===== src/design/hid_report_descriptor_scanner_unit_defines.svh =====
// Assertion macros for the HID report descriptor scanner.
// Included by the top level; no other dependencies.
`ifndef HID_REPORT_DESCRIPTOR_SCANNER_UNIT_DEFINES_SVH
`define HID_REPORT_DESCRIPTOR_SCANNER_UNIT_DEFINES_SVH

`ifndef SYNTH
// Plain property that must hold at every clock edge outside reset.
`define HRDS_ASSERT(label, clk, rstn, prop) \
    label: assert property (@(posedge clk) disable iff (!rstn) (prop)) \
        else $error("hrds: check failed");
// Implication checked in the same cycle.
`define HRDS_ASSERT_IMP(label, clk, rstn, ante, cons) \
    label: assert property (@(posedge clk) disable iff (!rstn) (ante) |-> (cons)) \
        else $error("hrds: implication failed");
`else
`define HRDS_ASSERT(label, clk, rstn, prop)
`define HRDS_ASSERT_IMP(label, clk, rstn, ante, cons)
`endif

`endif


===== src/design/hrds_pkg.sv =====
// Package for the HID report descriptor scanner: item codes, limits and
// the result and push types shared by the parser, result queue and top level.
`default_nettype none

package hrds_pkg;

    // Deepest collection nesting that is tracked; the counter is 8 bits wide.
    localparam int MAX_NEST  = 255;
    localparam int NEST_CAP  = (MAX_NEST > 255) ? 255 : MAX_NEST;
    localparam logic [7:0] NEST_LIMIT = 8'(NEST_CAP);

    // Reset value of the report limit register.
    localparam logic [7:0] MAX_REPORTS_RST = 8'd4;

    // Item types.
    localparam logic [1:0] TYPE_MAIN   = 2'd0;
    localparam logic [1:0] TYPE_GLOBAL = 2'd1;
    localparam logic [1:0] TYPE_LOCAL  = 2'd2;

    // Item tags.
    localparam logic [3:0] TAG_COLLECTION     = 4'd10;
    localparam logic [3:0] TAG_COLLECTION_END = 4'd12;
    localparam logic [3:0] TAG_USAGE_PAGE     = 4'd0;
    localparam logic [3:0] TAG_REPORT_ID      = 4'd8;
    localparam logic [3:0] TAG_USAGE          = 4'd0;

    // Size code that stands for four data bytes.
    localparam logic [1:0] SIZE_FOUR = 2'd3;

    // Result kinds.
    localparam logic KIND_RECORD  = 1'b0;
    localparam logic KIND_SUMMARY = 1'b1;

    // Result queue geometry.
    localparam int FIFO_DEPTH = 4;
    localparam int FIFO_IDX_W = $clog2(FIFO_DEPTH);
    localparam int FIFO_CNT_W = $clog2(FIFO_DEPTH + 1);

    // Width of the packed result data word, padded to whole bytes.
    localparam int RES_DATA_W = 41;
    localparam int TDATA_W    = ((RES_DATA_W + 7) / 8) * 8;

    typedef struct packed {
        logic        kind;
        logic [7:0]  report_ident;
        logic [15:0] page_of_usage;
        logic [7:0]  usage_code;
        logic [7:0]  reports_found;
        logic        truncated;
        logic        run_end;
    } hrds_result_t;

    // Up to two results leave the parser for one byte: a record, then a summary.
    typedef struct packed {
        logic         rec_valid;
        logic         sum_valid;
        hrds_result_t rec;
        hrds_result_t sum;
    } hrds_push_t;

endpackage

`default_nettype wire


===== src/design/hrds_parser.sv =====
// Item parser of the HID report descriptor scanner: holds the parse state
// and turns one registered byte into up to two results. Uses hrds_pkg.
`default_nettype none

module hrds_parser (
    input  wire logic              aclk,
    input  wire logic              aresetn,
    input  wire logic              step,
    input  wire logic [7:0]        desc_byte,
    input  wire logic              final_byte,
    input  wire logic [7:0]        max_reports,
    output hrds_pkg::hrds_push_t   push
);
    import hrds_pkg::*;

    logic [2:0]  pend_reg,  pend_next;
    logic [1:0]  type_reg,  type_next;
    logic [3:0]  tag_reg,   tag_next;
    logic [1:0]  idx_reg,   idx_next;
    logic [15:0] accum_reg, accum_next;
    logic [7:0]  depth_reg, depth_next;
    logic [7:0]  tally_reg, tally_next;
    logic [7:0]  ident_reg, ident_next;
    logic [15:0] page_reg,  page_next;
    logic [7:0]  usage_reg, usage_next;

    logic        active;
    logic        is_hdr;
    logic [2:0]  cur_pend;
    logic [1:0]  cur_type;
    logic [3:0]  cur_tag;
    logic [1:0]  cur_idx;
    logic [15:0] cur_accum;
    logic        done;
    logic        close;
    logic        trunc;

    // Decode of the current byte as header or data byte.
    always_comb begin
        active = (tally_reg < max_reports);
        is_hdr = (pend_reg == 3'd0);
        if (is_hdr) begin
            cur_pend  = (desc_byte[1:0] == SIZE_FOUR) ? 3'd4 : {1'b0, desc_byte[1:0]};
            cur_type  = desc_byte[3:2];
            cur_tag   = desc_byte[7:4];
            cur_idx   = 2'd0;
            cur_accum = 16'd0;
        end else begin
            cur_pend = pend_reg - 3'd1;
            cur_type = type_reg;
            cur_tag  = tag_reg;
            cur_idx  = idx_reg + 2'd1;
            unique case (idx_reg)
                2'd0:    cur_accum = accum_reg | {8'd0, desc_byte};
                2'd1:    cur_accum = accum_reg | {desc_byte, 8'd0};
                default: cur_accum = accum_reg;
            endcase
        end
        done = (cur_pend == 3'd0);
    end

    // Item completion, record close and next state.
    always_comb begin
        pend_next  = pend_reg;
        type_next  = type_reg;
        tag_next   = tag_reg;
        idx_next   = idx_reg;
        accum_next = accum_reg;
        depth_next = depth_reg;
        tally_next = tally_reg;
        ident_next = ident_reg;
        page_next  = page_reg;
        usage_next = usage_reg;
        close      = 1'b0;

        if (step && active) begin
            pend_next  = cur_pend;
            type_next  = cur_type;
            tag_next   = cur_tag;
            idx_next   = cur_idx;
            accum_next = cur_accum;
            if (done) begin
                unique case (cur_type)
                    TYPE_MAIN: begin
                        if (cur_tag == TAG_COLLECTION) begin
                            if (depth_reg < NEST_LIMIT) begin
                                depth_next = depth_reg + 8'd1;
                            end
                        end else if (cur_tag == TAG_COLLECTION_END) begin
                            if (depth_reg != 8'd0) begin
                                depth_next = depth_reg - 8'd1;
                                close      = (depth_reg == 8'd1);
                            end
                        end
                    end
                    TYPE_GLOBAL: begin
                        if (cur_tag == TAG_USAGE_PAGE) begin
                            if (depth_reg == 8'd0) begin
                                page_next = cur_accum;
                            end
                        end else if (cur_tag == TAG_REPORT_ID) begin
                            ident_next = cur_accum[7:0];
                        end
                    end
                    TYPE_LOCAL: begin
                        if (cur_tag == TAG_USAGE && depth_reg == 8'd0) begin
                            usage_next = cur_accum[7:0];
                        end
                    end
                    default: begin
                        // Reserved type: data consumed, nothing changes.
                    end
                endcase
            end
            if (close) begin
                tally_next = tally_reg + 8'd1;
                ident_next = 8'd0;
                page_next  = 16'd0;
                usage_next = 8'd0;
            end
        end

        // The summary returns every parse register to its reset value.
        if (step && final_byte) begin
            pend_next  = 3'd0;
            type_next  = 2'd0;
            tag_next   = 4'd0;
            idx_next   = 2'd0;
            accum_next = 16'd0;
            depth_next = 8'd0;
            tally_next = 8'd0;
            ident_next = 8'd0;
            page_next  = 16'd0;
            usage_next = 8'd0;
        end
    end

    assign trunc = active && (cur_pend != 3'd0);

    // Results for this byte: a record on a top-level close, a summary on the last byte.
    always_comb begin
        push.rec_valid          = step && close;
        push.rec.kind           = KIND_RECORD;
        push.rec.report_ident   = ident_reg;
        push.rec.page_of_usage  = page_reg;
        push.rec.usage_code     = usage_reg;
        push.rec.reports_found  = tally_reg + 8'd1;
        push.rec.truncated      = 1'b0;
        push.rec.run_end        = !final_byte;

        push.sum_valid          = step && final_byte;
        push.sum.kind           = KIND_SUMMARY;
        push.sum.report_ident   = 8'd0;
        push.sum.page_of_usage  = 16'd0;
        push.sum.usage_code     = 8'd0;
        push.sum.reports_found  = close ? (tally_reg + 8'd1) : tally_reg;
        push.sum.truncated      = trunc;
        push.sum.run_end        = 1'b1;
    end

    // Parse state registers.
    always_ff @(posedge aclk) begin
        if (!aresetn) begin
            pend_reg  <= 3'd0;
            type_reg  <= 2'd0;
            tag_reg   <= 4'd0;
            idx_reg   <= 2'd0;
            accum_reg <= 16'd0;
            depth_reg <= 8'd0;
            tally_reg <= 8'd0;
            ident_reg <= 8'd0;
            page_reg  <= 16'd0;
            usage_reg <= 8'd0;
        end else begin
            pend_reg  <= pend_next;
            type_reg  <= type_next;
            tag_reg   <= tag_next;
            idx_reg   <= idx_next;
            accum_reg <= accum_next;
            depth_reg <= depth_next;
            tally_reg <= tally_next;
            ident_reg <= ident_next;
            page_reg  <= page_next;
            usage_reg <= usage_next;
        end
    end

endmodule

`default_nettype wire


===== src/design/hrds_result_fifo.sv =====
// Result queue of the HID report descriptor scanner: a small flip-flop FIFO
// that takes up to two results a cycle and hands out one. Uses hrds_pkg.
`default_nettype none

module hrds_result_fifo (
    input  wire logic                          aclk,
    input  wire logic                          aresetn,
    input  wire hrds_pkg::hrds_push_t          push,
    input  wire logic                          pop,
    output hrds_pkg::hrds_result_t             head,
    output logic                               not_empty,
    output logic [hrds_pkg::FIFO_CNT_W-1:0]    count
);
    import hrds_pkg::*;

    hrds_result_t           slot_reg [FIFO_DEPTH];
    logic [FIFO_IDX_W-1:0]  wr_reg, wr_next;
    logic [FIFO_IDX_W-1:0]  rd_reg, rd_next;
    logic [FIFO_CNT_W-1:0]  cnt_reg, cnt_next;
    logic [FIFO_CNT_W-1:0]  n_push;
    logic [FIFO_IDX_W-1:0]  wr_second;
    hrds_result_t           first_entry;

    // The record, when present, always goes ahead of the summary.
    always_comb begin
        first_entry = push.rec_valid ? push.rec : push.sum;
        wr_second   = wr_reg + FIFO_IDX_W'(1);
        n_push      = FIFO_CNT_W'(push.rec_valid) + FIFO_CNT_W'(push.sum_valid);
        wr_next     = wr_reg + FIFO_IDX_W'(n_push);
        rd_next     = pop ? (rd_reg + FIFO_IDX_W'(1)) : rd_reg;
        cnt_next    = cnt_reg + n_push - FIFO_CNT_W'(pop);
    end

    // Pointers and fill count.
    always_ff @(posedge aclk) begin
        if (!aresetn) begin
            wr_reg  <= '0;
            rd_reg  <= '0;
            cnt_reg <= '0;
        end else begin
            wr_reg  <= wr_next;
            rd_reg  <= rd_next;
            cnt_reg <= cnt_next;
        end
    end

    // Entry storage.
    always_ff @(posedge aclk) begin
        if (push.rec_valid || push.sum_valid) begin
            slot_reg[wr_reg] <= first_entry;
        end
        if (push.rec_valid && push.sum_valid) begin
            slot_reg[wr_second] <= push.sum;
        end
    end

    assign head      = slot_reg[rd_reg];
    assign not_empty = (cnt_reg != '0);
    assign count     = cnt_reg;

endmodule

`default_nettype wire


===== src/design/hid_report_descriptor_scanner_unit.sv =====
// HID report descriptor scanner: top level with the input register, the
// report limit register and the result port. Uses hrds_pkg, hrds_parser,
// hrds_result_fifo and the assertion macros header.
//
// Usage:
//   Descriptor bytes enter on the s_ stream, one per transfer; s_tlast marks
//   the last byte. Results leave on the m_ stream: m_tuser is the kind
//   (0 report record, 1 end-of-descriptor summary) and m_tlast marks the last
//   result caused by one byte. A byte causes no result, one, or two (a record
//   followed by the summary).
//   The report limit is written through cfg_we/cfg_wdata while the block is
//   idle (a rule for the user; the block itself does not enforce it); reset sets it to 4.
//   A byte waits in the input register until it is processed; its results are then
//   written into the result queue and shown on m_ from then on.
//   Throughput: one byte per cycle; the parse state update is a single
//   registered step per byte. A byte waits in the input register while the
//   four-entry result queue has fewer than two free places.
//   Reset clears the parse state, the input register and the result queue.
//   When the receiver stalls, results collect in the queue and input transfers
//   continue until it has fewer than two free places, after which s_tready falls.
`default_nettype none
`include "hid_report_descriptor_scanner_unit_defines.svh"

module hid_report_descriptor_scanner_unit (
    input  wire logic                         aclk,
    input  wire logic                         aresetn,
    // Configuration: report limit.
    input  wire logic                         cfg_we,
    input  wire logic [7:0]                   cfg_wdata,
    // Input stream.
    input  wire logic                         s_tvalid,
    output logic                              s_tready,
    input  wire logic [7:0]                   s_tdata,   // [7:0] desc_byte
    input  wire logic                         s_tlast,   // final_byte
    // Result stream.
    output logic                              m_tvalid,
    input  wire logic                         m_tready,
    // [7:0] report_ident, [23:8] page_of_usage, [31:24] usage_code,
    // [39:32] reports_found, [40] truncated, upper bits zero
    output logic [hrds_pkg::TDATA_W-1:0]      m_tdata,
    output logic                              m_tuser,   // kind
    output logic                              m_tlast    // run_end
);
    import hrds_pkg::*;

    logic                   in_valid_reg;
    logic [7:0]             in_byte_reg;
    logic                   in_final_reg;
    logic [7:0]             max_reports_reg;
    logic                   room;
    logic                   step;
    logic                   pop;
    hrds_push_t             push;
    hrds_result_t           head;
    logic                   not_empty;
    logic [FIFO_CNT_W-1:0]  fifo_count;

    // Process the held byte only when the queue can take two results.
    assign room     = (fifo_count <= FIFO_CNT_W'(FIFO_DEPTH - 2));
    assign step     = in_valid_reg && room;
    assign s_tready = !in_valid_reg || room;
    assign pop      = m_tvalid && m_tready;

    // Input register.
    always_ff @(posedge aclk) begin
        if (!aresetn) begin
            in_valid_reg <= 1'b0;
        end else if (s_tvalid && s_tready) begin
            in_valid_reg <= 1'b1;
        end else if (step) begin
            in_valid_reg <= 1'b0;
        end
    end

    always_ff @(posedge aclk) begin
        if (s_tvalid && s_tready) begin
            in_byte_reg  <= s_tdata;
            in_final_reg <= s_tlast;
        end
    end

    // Report limit register.
    always_ff @(posedge aclk) begin
        if (!aresetn) begin
            max_reports_reg <= MAX_REPORTS_RST;
        end else if (cfg_we) begin
            max_reports_reg <= cfg_wdata;
        end
    end

    hrds_parser u_parser (
        .aclk        (aclk),
        .aresetn     (aresetn),
        .step        (step),
        .desc_byte   (in_byte_reg),
        .final_byte  (in_final_reg),
        .max_reports (max_reports_reg),
        .push        (push)
    );

    hrds_result_fifo u_fifo (
        .aclk      (aclk),
        .aresetn   (aresetn),
        .push      (push),
        .pop       (pop),
        .head      (head),
        .not_empty (not_empty),
        .count     (fifo_count)
    );

    // Result port packing.
    assign m_tvalid = not_empty;
    assign m_tuser  = head.kind;
    assign m_tlast  = head.run_end;
    assign m_tdata  = {{(TDATA_W - RES_DATA_W){1'b0}}, head.truncated, head.reports_found,
                       head.usage_code, head.page_of_usage, head.report_ident};

    // Checks on the queue and the result stream.
    `HRDS_ASSERT(a_fifo_bound, aclk, aresetn, fifo_count <= FIFO_CNT_W'(FIFO_DEPTH))
    `HRDS_ASSERT_IMP(a_stall_held, aclk, aresetn, !s_tready, in_valid_reg)
    `HRDS_ASSERT_IMP(a_summary_last, aclk, aresetn, m_tvalid && m_tuser, m_tlast)
    `HRDS_ASSERT_IMP(a_record_count, aclk, aresetn, m_tvalid && !m_tuser, m_tdata[39:32] != 8'd0)

endmodule

`default_nettype wire

===== config.mk =====
export PLATFORM = sky130hd
export DESIGN_NAME = hid_report_descriptor_scanner_unit
export DESIGN_NICKNAME = d
export VERILOG_FILES = /design/src/design/hrds_pkg.sv /design/src/design/hrds_parser.sv /design/src/design/hrds_result_fifo.sv /design/src/design/hid_report_descriptor_scanner_unit.sv
export VERILOG_INCLUDE_DIRS = /design/src /design/src/design
export SDC_FILE = /design/constraint.sdc
export NUM_CORES = 1
export LEC_CHECK = 0
export ABC_AREA = 1
export ABC_CLOCK_PERIOD_IN_PS = 9100
export BUFFER_PORTS_ARGS = -buffer_cell sky130_fd_sc_hd__buf_2
export CORE_MARGIN = 3
export CORE_UTILIZATION = 42
export CTS_BUF_LIST = sky130_fd_sc_hd__clkbuf_16
export DETAILED_ROUTE_END_ITERATION = 7
export PLACE_DENSITY_LB_ADDON = 0.25
export SYNTH_ARGS = -nofsm -noshare
export SYNTH_HDL_FRONTEND = slang
export SYNTH_SLANG_ARGS = --single-unit
export TNS_END_PERCENT = 50

===== constraint.sdc =====
create_clock -name aclk -period 9.1 [get_ports aclk]
set_input_delay 1.365 -clock aclk [delete_from_list [all_inputs] [get_ports aclk]]
set_output_delay 1.365 -clock aclk [all_outputs]
set_load 0.02 [all_outputs]

==> impl_metrics.toml, run 1 <==
[outcome]
status = "completed"

[timing]
rsz0062_at_grt = "false"
setup_ws_ns = 4.17
tightest_slew_ns = 0.958
max_freq_ghz = 0.203
hold_violations = 0
fin_skew_ns = 0.0116
hold_slack_ns = 0.447
fin_crit_sh = 0.542
slew_viol_final = 0
finalSetupViolations = 0
slew_headroom = 0.359
fin_crit_ns = 4.93
setup_tns_ns = 0

[cells_and_area]
layout-drive-gt1-share = 0.0869
largest_reg_flops = 172
area_growth_pct = 12.1
diodes = 0
num-nets-final = 1691

[placement]
portBuffers = 66
pre_cts_slack_ns = 4.15
place_congestion = 0.822
hpwlAfterDp_um = 19400

[floorplanning]
pin_count = 74
rows = 61
die_x_um = 176
dieArea_mm2 = 0.0310
core_region_area_mm2 = 0.0282
start_util = 0.431
die_y_um = 176

[clock_network]
htreeDepth = 1
cts-buffers-inserted = 29
cts-root-buf = "clkbuf_16"
clk_pin_slew_ns = 0.06
cts_tree = "yes"
clock-sinks = 274
clk_path_buf_depth = 3
cts_resized = 0
clock_latency_ns = 0.54
holdBufCountCts = 0
post_cts_buffers = 0

[setup_path]
start_kind = "flop"
cp_common_cell = "nand2_1"
crit_fanout = 41
cp-startpoint = "u_parser.pend_reg[0]$_SDFFE_PP0N_"
cp.arrival_ns = 5.31
cp_cell_sequence = "inv_1 -> ha_1 -> nand2_2 -> nand2_1 -> nand2_1 -> nor2_2 -> nand2_1 -> nor2_1 -> nand2_1 -> nor2_4 -> inv_1 -> ha_1 -> nor3_1 -> inv_1 -> buf_4 -> nand2_1 -> inv_2 -> a21oi_1"
critPathRequiredTime_ns = 9.47
r2r_slack_ns = 4.17
cp-endpoint = "u_fifo.slot_reg[1][5]$_DFFE_PP_"
critPathKind = "flop to flop"
slowest_stage = "nor2_4"
cpPeakStageDelay_ns = 0.60
cp-end-kind = "flop"
timing.rr.start = "u_parser.pend_reg[0]$_SDFFE_PP0N_"
reg2regPathDepth = 18
r2r-end = "u_fifo.slot_reg[1][5]$_DFFE_PP_"

[pwr]
ir_drop_mv = 0.147
p_per_area_mw_per_mm2 = 244
p_leak_nw = 5.65
power_mw = 3.33

[global_routing]
grt_pass1_wl_um = 51400
grt_start_max_net_pins = 87
grt_overflow = 0
grt_pass1_vias = 10100
grt_usage = 0.199
antenna_found_initial = 0

[drt]
wl_um = 31000
detail-route-antenna-nets = 0
vias = 10400
firstDrtPassIters = 5
vias_per_cell = 5.09
initialDrtViolationCount = 803
drcViolationCount = 0
wire_per_inst_um = 15.1

[min_path]
min_path_cells = 2
hold_path_class = "flop to flop"

[yosys]
synth_top_cell_area_share = 0.377
synthCells = 1627
synthArstFlopShare = 0
netlist_area_mm2 = 0.0122
synth_commonest_cells = "nand2_1 (361), dfxtp_1 (229), nor2_1 (193), o21ai_0 (178), inv_1 (169)"
ys_types = 34
yosysTopAreaCell = "dfxtp_1"
synth_edf_count = 45
ys_seq_elements = 274
synth.avg_cell_area_um2 = 7.47
synth_most_common_cell = "nand2_1"
yosysSeqAreaShare = 0.488
yosys-top-cells-area = "dfxtp_1 (38%), nand2_1 (11%), edfxtp_1 (11%)"
synthFlopType = "dfxtp_1"
yosysWarnings = 0

[run]
drv_cap = 0
==> through the flow <==
step / area (um2) / cells / util
2_1_floorplan: 12200 / 1633 / -
4_1_cts: 13600 / 2047 / 0.484
3_5_place_dp: 12600 / 1994 / 0.448
6_report: 13600 / 2047 / 0.484
3_3_place_gp: 12600 / 1994 / 0.448
5_1_grt: 13600 / 2047 / 0.484
==> layer usage <==
metal / global-route usage / up-vias / wire length [um]
met1: 0.269 / 4828 / 14500
met3: 0.0254 / 37 / 1630
met5: 0 / - / 0
met4: 0.0393 / 0 / 408
met2: 0.343 / 242 / 14400
li1: - / 5308 / -
==> worst max-delay path, delay by kind of cell, from the launching register on <==
family	cells	cell delay (ns)
flops	1	0.32
fa+ha+maj	2	0.65
compound gates	1	0.26
simple gates	10	2.52
buf+inv	5	1.00
==> placed cells by master (no fill, tap or decap), drive strengths merged <==
| cell | n |
|---|---|
| nor2 | 200 |
| conb | 7 |
| xnor2 | 4 |
| clkinv | 15 |
| dfxtp | 229 |
| nor3 | 6 |
| a22oi | 1 |
| edfxtp | 45 |
| xor2 | 15 |
| ha | 21 |
| a21oi | 85 |
| clkbuf | 30 |
| a211oi | 2 |
| buf | 77 |
| inv | 175 |
| nand4 | 15 |
| clkinvlp | 2 |
| o21a | 1 |
| fa | 1 |
| o22ai | 46 |
| bufinv | 5 |
| nand3 | 45 |
| nand3b | 1 |
| nand2 | 363 |
| o21ai | 278 |
==> logic make-up after synthesis <==
kind of cell | share of synthesized area
AOI/OAI and AO/OA | 0.176
xor gates and xnor gates | 0.0143
adders and majority gates | 0.0233
buffers and inverters | 0.0893
DFF | 0.488
other | 0.000309
and+or+nand+nor | 0.209
==> worst min-delay path by stage <==
stage | endpoint | slack [ns] | from
after floorplan | u_fifo.slot_reg[1][10]$_SDFFE_PP0P_ | 0.42 | u_fifo.slot_reg[1][10]$_SDFFE_PP0P_
after detailed placement | u_parser.accum_reg[12]$_SDFFE_PP0N_ | 0.44 | u_parser.accum_reg[12]$_SDFFE_PP0N_
after global placement | u_parser.accum_reg[5]$_SDFFE_PP0N_ | 0.43 | u_parser.accum_reg[5]$_SDFFE_PP0N_
final | u_parser.accum_reg[12]$_SDFFE_PP0N_ | 0.45 | u_parser.accum_reg[12]$_SDFFE_PP0N_
after CTS | u_parser.accum_reg[12]$_SDFFE_PP0N_ | 0.45 | u_parser.accum_reg[12]$_SDFFE_PP0N_
after global routing | u_fifo.slot_reg[2][30]$_SDFFE_PP0P_ | 0.47 | u_fifo.slot_reg[2][30]$_SDFFE_PP0P_
==> area by class of cell <==
class | instances | area [um2]
clock buffers | 30 | 751
clock inverters | 23 | 239
fillers | 2814 | 14500
inverters | 174 | 653
multi-input cells | 1091 | 5150
flip-flops and latches | 274 | 5940
well taps | 378 | 473
repair buffers | 77 | 413
==> power by group <==
part | switching (mW) | internal, mW | total [mW]
Sequential | 0.0219 | 1.28 | 1.30
Combinational | 0.579 | 0.225 | 0.804
Clock | 0.484 | 0.737 | 1.22
Total | 1.08 | 2.24 | 3.33
Power figures use the tool's default switching activity.
==> run 2: changes to the inputs <==
--- a/config.mk
+++ b/config.mk
@@ -6,8 +6,8 @@
 export SDC_FILE = /design/constraint.sdc
 export NUM_CORES = 1
 export LEC_CHECK = 0
-export ABC_AREA = 1
-export ABC_CLOCK_PERIOD_IN_PS = 9100
+export ABC_AREA = 0
+export ABC_CLOCK_PERIOD_IN_PS = 4600
 export BUFFER_PORTS_ARGS = -buffer_cell sky130_fd_sc_hd__buf_2
 export CORE_MARGIN = 3
 export CORE_UTILIZATION = 42
==> constraint.sdc (replaced) <==
create_clock -name aclk -period 4.6 [get_ports aclk]
set_input_delay 0.69 -clock aclk [delete_from_list [all_inputs] [get_ports aclk]]
set_output_delay 0.69 -clock aclk [all_outputs]
set_load 0.02 [all_outputs]
==> run 2 against run 1 <==
Non-clock buffer count grew 9. Clock power is 85% higher. Via count shrank 23%. Sequential cell count unchanged. Critical path depth down 4. Critical path type unchanged.
==> impl_metrics.toml, run 2 <==
[outcome]
status = "completed"

[setup_path]
critPathRequiredTime_ns = 5.04
r2r_slack_ns = 0.74
critPathKind = "flop to flop"
crit_fanout = 12
cp-end-kind = "flop"
cp.arrival_ns = 4.29
reg2regPathDepth = 14
start_kind = "flop"

[timing]
fin_crit_ns = 3.86
slew_viol_final = 0
fin_skew_ns = 0.0230
setup_tns_ns = 0
tightest_slew_ns = 1.00
finalSetupViolations = 0
rsz0062_at_grt = "false"
fin_crit_sh = 0.838
hold_violations = 0
slew_headroom = 0.333
hold_slack_ns = 0.318
max_freq_ghz = 0.259
setup_ws_ns = 0.744

[floorplanning]
dieArea_mm2 = 0.0292
core_region_area_mm2 = 0.0264
start_util = 0.433
pin_count = 74
rows = 59
die_y_um = 171
die_x_um = 171

[clock_network]
cts-root-buf = "clkbuf_16"
clock-sinks = 274
cts-buffers-inserted = 29
post_cts_buffers = 0
clk_pin_slew_ns = 0.06
cts_resized = 0
holdBufCountCts = 0
clock_latency_ns = 0.56
cts_tree = "yes"
clk_path_buf_depth = 3
htreeDepth = 1

[drt]
firstDrtPassIters = 5
initialDrtViolationCount = 589
vias = 7989
vias_per_cell = 5.63
drcViolationCount = 0
detail-route-antenna-nets = 0
wire_per_inst_um = 19.1
wl_um = 27200

[yosys]
yosysTopAreaCell = "dfxtp_1"
synthFlopType = "dfxtp_1"
ys_seq_elements = 274
synthCells = 1022
synth_edf_count = 45
synth.avg_cell_area_um2 = 11.2
ys_types = 63
yosysWarnings = 0
synthArstFlopShare = 0
synth_most_common_cell = "dfxtp_1"
synth_commonest_cells = "dfxtp_1 (229), a22o_1 (128), nand2_1 (101), a21oi_1 (85), nor2_1 (58)"
netlist_area_mm2 = 0.0114
yosys-top-cells-area = "dfxtp_1 (40%), edfxtp_1 (12%), a22o_1 (9.8%)"
yosysSeqAreaShare = 0.521
synth_top_cell_area_share = 0.402

[run]
drv_cap = 0

[pwr]
power_mw = 5.64
p_per_area_mw_per_mm2 = 436
p_leak_nw = 5.01
ir_drop_mv = 0.267

[placement]
dp.cells = 1367
hpwlAfterDp_um = 17100
portBuffers = 66
pre_cts_slack_ns = 0.754
place_congestion = 0.841

[cells_and_area]
layout_common_cells = "dfxtp_1 (227), a22o_1 (128), nand2_1 (101)"
layout-drive-gt1-share = 0.176
num-nets-final = 1107
area_growth_pct = 13.4
diodes = 0
instances_no_fill = 1419
largest_reg_flops = 172
layout_commonest_cell = "dfxtp_1"

[global_routing]
antenna_found_initial = 0
grt_pass1_vias = 8071
grt_usage = 0.187
grt_overflow = 0
grt_start_max_net_pins = 44
grt_pass1_wl_um = 44200

[min_path]
hold_path_class = "primary input to flop"
min_path_cells = 1
[run 2: cell count changes after synthesis, sizes merged, moves of 35 or more]
cell	previous run	this run
a22o	0	128
inv	173	30
mux2i	0	44
mux4	0	43
nand2	363	101
nand3	45	10
nor2	200	59
o21ai	278	12
o22ai	46	2
[run 2: critical path, stage by stage, from the launching register on]
cell     delay [ns]
dfxtp_1        0.38
inv_1          0.08
ha_1           0.24
nor2b_2        0.25
o31ai_2        0.37
nand3_1        0.19
or4_4          0.71
inv_1          0.10
ha_1           0.30
inv_1          0.09
ha_1           0.27
inv_1          0.05
fa_1           0.43
xnor2_1        0.13
and2_1         0.15
[run 2: metrics by stage]
stage	cell area [um2]	util
finish	12900	0.491
CTS	12900	0.491
detailed placement	12000	0.456
global placement	12000	0.456
global route	12900	0.491
floorplan	11400	-
[run 2: cell families (layout without fill, tap and decap cells)]
| kind of cell | Yosys count | after routing | share of synthesized area |
|---|---|---|---|
| AND/OR/NAND/NOR | 253 | 253 | 0.109 |
| other | 1 | 7 | 0.000329 |
| multiplexers | 87 | 87 | 0.124 |
| flip-flops | 274 | 274 | 0.521 |
| XOR/XNOR | 9 | 9 | 0.00691 |
| buffers and inverters | 112 | 168 | 0.0428 |
| AO/OA/AOI/OAI | 264 | 264 | 0.172 |
| adder cells (fa/ha/maj) | 22 | 22 | 0.0248 |
[run 2: cell type report]
cell class	count	area (um2)
fillers	2372	13400
inverters	30	113
clock inverters	23	190
clock buffers	29	726
multi-input cells	642	5040
well taps	335	419
repair buffers	86	505
flip-flops and latches	274	5940
[run 2: per-layer routing]
metal / wire (um) / part of all wire / global-route usage / vias up
li1: - / - / - / 3853
met1: 12800 / 0.47 / 0.265 / 3920
met2: 12400 / 0.46 / 0.300 / 168
met3: 1260 / 0.047 / 0.0266 / 48
met4: 637 / 0.023 / 0.0540 / 0
met5: 0 / 0 / 0 / -
[run 2: worst paths after layout]
kind                                       startpoint                                   to
hold / removal                             s_tdata[6]             in_byte_reg[6]$_DFFE_PP_
setup reg to reg    u_parser.pend_reg[0]$_SDFFE_PP0N_           u_fifo.count[2]$_SDFF_PN0_
setup / recovery    u_parser.pend_reg[0]$_SDFFE_PP0N_           u_fifo.count[2]$_SDFF_PN0_
hold reg to reg   u_fifo.slot_reg[0][42]$_SDFFE_PP1P_  u_fifo.slot_reg[0][42]$_SDFFE_PP1P_
[run 2: where the power goes]
group | switching (mW) | internal [mW] | total, mW
Sequential | 0.134 | 2.51 | 2.64
Combinational | 0.433 | 0.310 | 0.743
Clock | 0.945 | 1.31 | 2.26
==> run 3: changes to the inputs <==
--- a/config.mk
+++ b/config.mk
@@ -6,8 +6,8 @@
 export SDC_FILE = /design/constraint.sdc
 export NUM_CORES = 1
 export LEC_CHECK = 0
-export ABC_AREA = 0
-export ABC_CLOCK_PERIOD_IN_PS = 4600
+export ABC_AREA = 1
+export ABC_CLOCK_PERIOD_IN_PS = 3100
 export BUFFER_PORTS_ARGS = -buffer_cell sky130_fd_sc_hd__buf_2
 export CORE_MARGIN = 3
 export CORE_UTILIZATION = 42
==> constraint.sdc (replaced) <==
create_clock -name aclk -period 3.1 [get_ports aclk]
set_input_delay 0.465 -clock aclk [delete_from_list [all_inputs] [get_ports aclk]]
set_output_delay 0.465 -clock aclk [all_outputs]
set_load 0.02 [all_outputs]
==> run 3 against run 2 <==
Non-clock buffer count grew 19. Clock power rose by 43%. Utilization hardly changed. Power is 69% higher. Cell area grew 6.9%. Highest routed layer unchanged. Setup slack got worse by 0.47 ns. First-iteration DRC count is 53% higher. Critical endpoint is now m_tdata[34]. Combinational power grew to 3.4 times the previous value.
==> impl_metrics.toml, run 3 (synthesized netlist as in run 1, its figures left out) <==
[outcome]
status = "completed"

[min_path]
min_path_cells = 1
hold_path_class = "primary input to flop"

[clock_network]
clock_latency_ns = 0.56
clk_path_buf_depth = 3
cts_tree = "yes"
clock-sinks = 274
htreeDepth = 1
cts-root-buf = "clkbuf_16"
cts-buffers-inserted = 29
post_cts_buffers = 0
clk_pin_slew_ns = 0.06

[floorplanning]
rows = 61
die_y_um = 176
die_x_um = 176
start_util = 0.431
dieArea_mm2 = 0.0310
core_region_area_mm2 = 0.0282
pin_count = 74

[timing]
hold_slack_ns = 0.0873
slew_viol_final = 0
fin_skew_ns = 0.0153
slew_headroom = 0.373
max_freq_ghz = 0.353
finalSetupViolations = 0
hold_violations = 0
fin_crit_ns = 2.83
fin_crit_sh = 0.913
tightest_slew_ns = 0.940

[global_routing]
grt_start_max_net_pins = 86
grt_pass1_vias = 9905
antenna_found_initial = 0
grt_overflow = 0
grt_pass1_wl_um = 50900
grt_usage = 0.198

[pwr]
power_mw = 9.55
p_per_area_mw_per_mm2 = 691
ir_drop_mv = 0.436
p_leak_nw = 5.81

[drt]
initialDrtViolationCount = 904
wl_um = 31300
firstDrtPassIters = 5
detail-route-antenna-nets = 0
vias_per_cell = 5.11
drcViolationCount = 0
wire_per_inst_um = 15.1
vias = 10600

[setup_path]
timing.rr.start = "u_parser.pend_reg[0]$_SDFFE_PP0N_"
cp.arrival_ns = 2.36
critPathRequiredTime_ns = 2.63
cp-endpoint = "m_tdata[34]"
r2r_slack_ns = 0.28
critPathKind = "flop to output pin"
r2r-end = "u_fifo.slot_reg[3][10]$_SDFFE_PP0P_"
start_kind = "flop"
cp-end-kind = "output pin"
reg2regPathDepth = 19
crit_fanout = 85

[cells_and_area]
area_growth_pct = 13.8
diodes = 0
largest_reg_flops = 172
layout_common_cells = "nand2_1 (358), dfxtp_1 (228), nor2_1 (193)"
layout_commonest_cell = "nand2_1"
layout-drive-gt1-share = 0.0991
num-nets-final = 1719

[placement]
place_congestion = 0.825
hpwlAfterDp_um = 19800
portBuffers = 66

[run]
drv_cap = 0
run 3: how the worst min path moves through the flow:
stage / startpoint / endpoint / slack, ns
final: s_tdata[3] / in_byte_reg[3]$_DFFE_PP_ / 0.09
after detailed placement: u_parser.accum_reg[6]$_SDFFE_PP0N_ / u_parser.accum_reg[6]$_SDFFE_PP0N_ / 0.44
after floorplan: u_fifo.slot_reg[1][10]$_SDFFE_PP0P_ / u_fifo.slot_reg[1][10]$_SDFFE_PP0P_ / 0.42
after CTS: s_tdata[3] / in_byte_reg[3]$_DFFE_PP_ / 0.07
after global routing: s_tdata[5] / in_byte_reg[5]$_DFFE_PP_ / 0.07
after global placement: u_parser.accum_reg[6]$_SDFFE_PP0N_ / u_parser.accum_reg[6]$_SDFFE_PP0N_ / 0.43
run 3: what timing repair did:
item / CTS / global route
gates resized for setup: 0 / 8
setup endpoints to repair: 0 / 197
hold buffers: 0 / 0
run 3: critical path, stage by stage, from the launching register on:
cell and delay [ns]:
dfxtp_2 0.33, buf_4 0.68, o21ai_0 0.24, o22ai_1 0.29, buf_2 0.22
run 3: cell type report:
type,count,area [um2]
multi-input combinational,1091,5200
clock inverter,21,126
inverter,174,653
clock buffer,30,751
tap,378,473
sequential,274,5940
fill,2798,14300
timing repair buffer,105,686
run 3: per-stage QoR:
stage / setup TNS (ns) / area, um2 / setup WS [ns] / instances / util
floorplan: 0 / 12200 / 0.0189 / 1633 / -
global placement: 0 / 12900 / 0.209 / 2022 / 0.458
detailed placement: 0 / 12900 / 0.166 / 2022 / 0.458
CTS: 0 / 13800 / 0.158 / 2073 / 0.490
global route: -0.0733 / 13800 / -0.0237 / 2073 / 0.491
finish: 0 / 13800 / 0.271 / 2073 / 0.491
run 3: where the power goes:
group / total [mW] / leakage [nW] / switching, mW / internal (mW)
clock network: 3.23 / 0.472 / 1.41 / 1.82
registers: 3.82 / 2.23 / 0.0657 / 3.76
logic: 2.50 / 3.11 / 1.75 / 0.753
run 3: metal layers:
layer,routed length [um],vias to the layer above,GRT usage,share of wire
met5,0,-,0,0
met4,548,0,0.0442,0.017
met3,1570,44,0.0256,0.050
met2,14400,269,0.335,0.46
met1,14800,4914,0.273,0.47
li1,-,5370,-,-
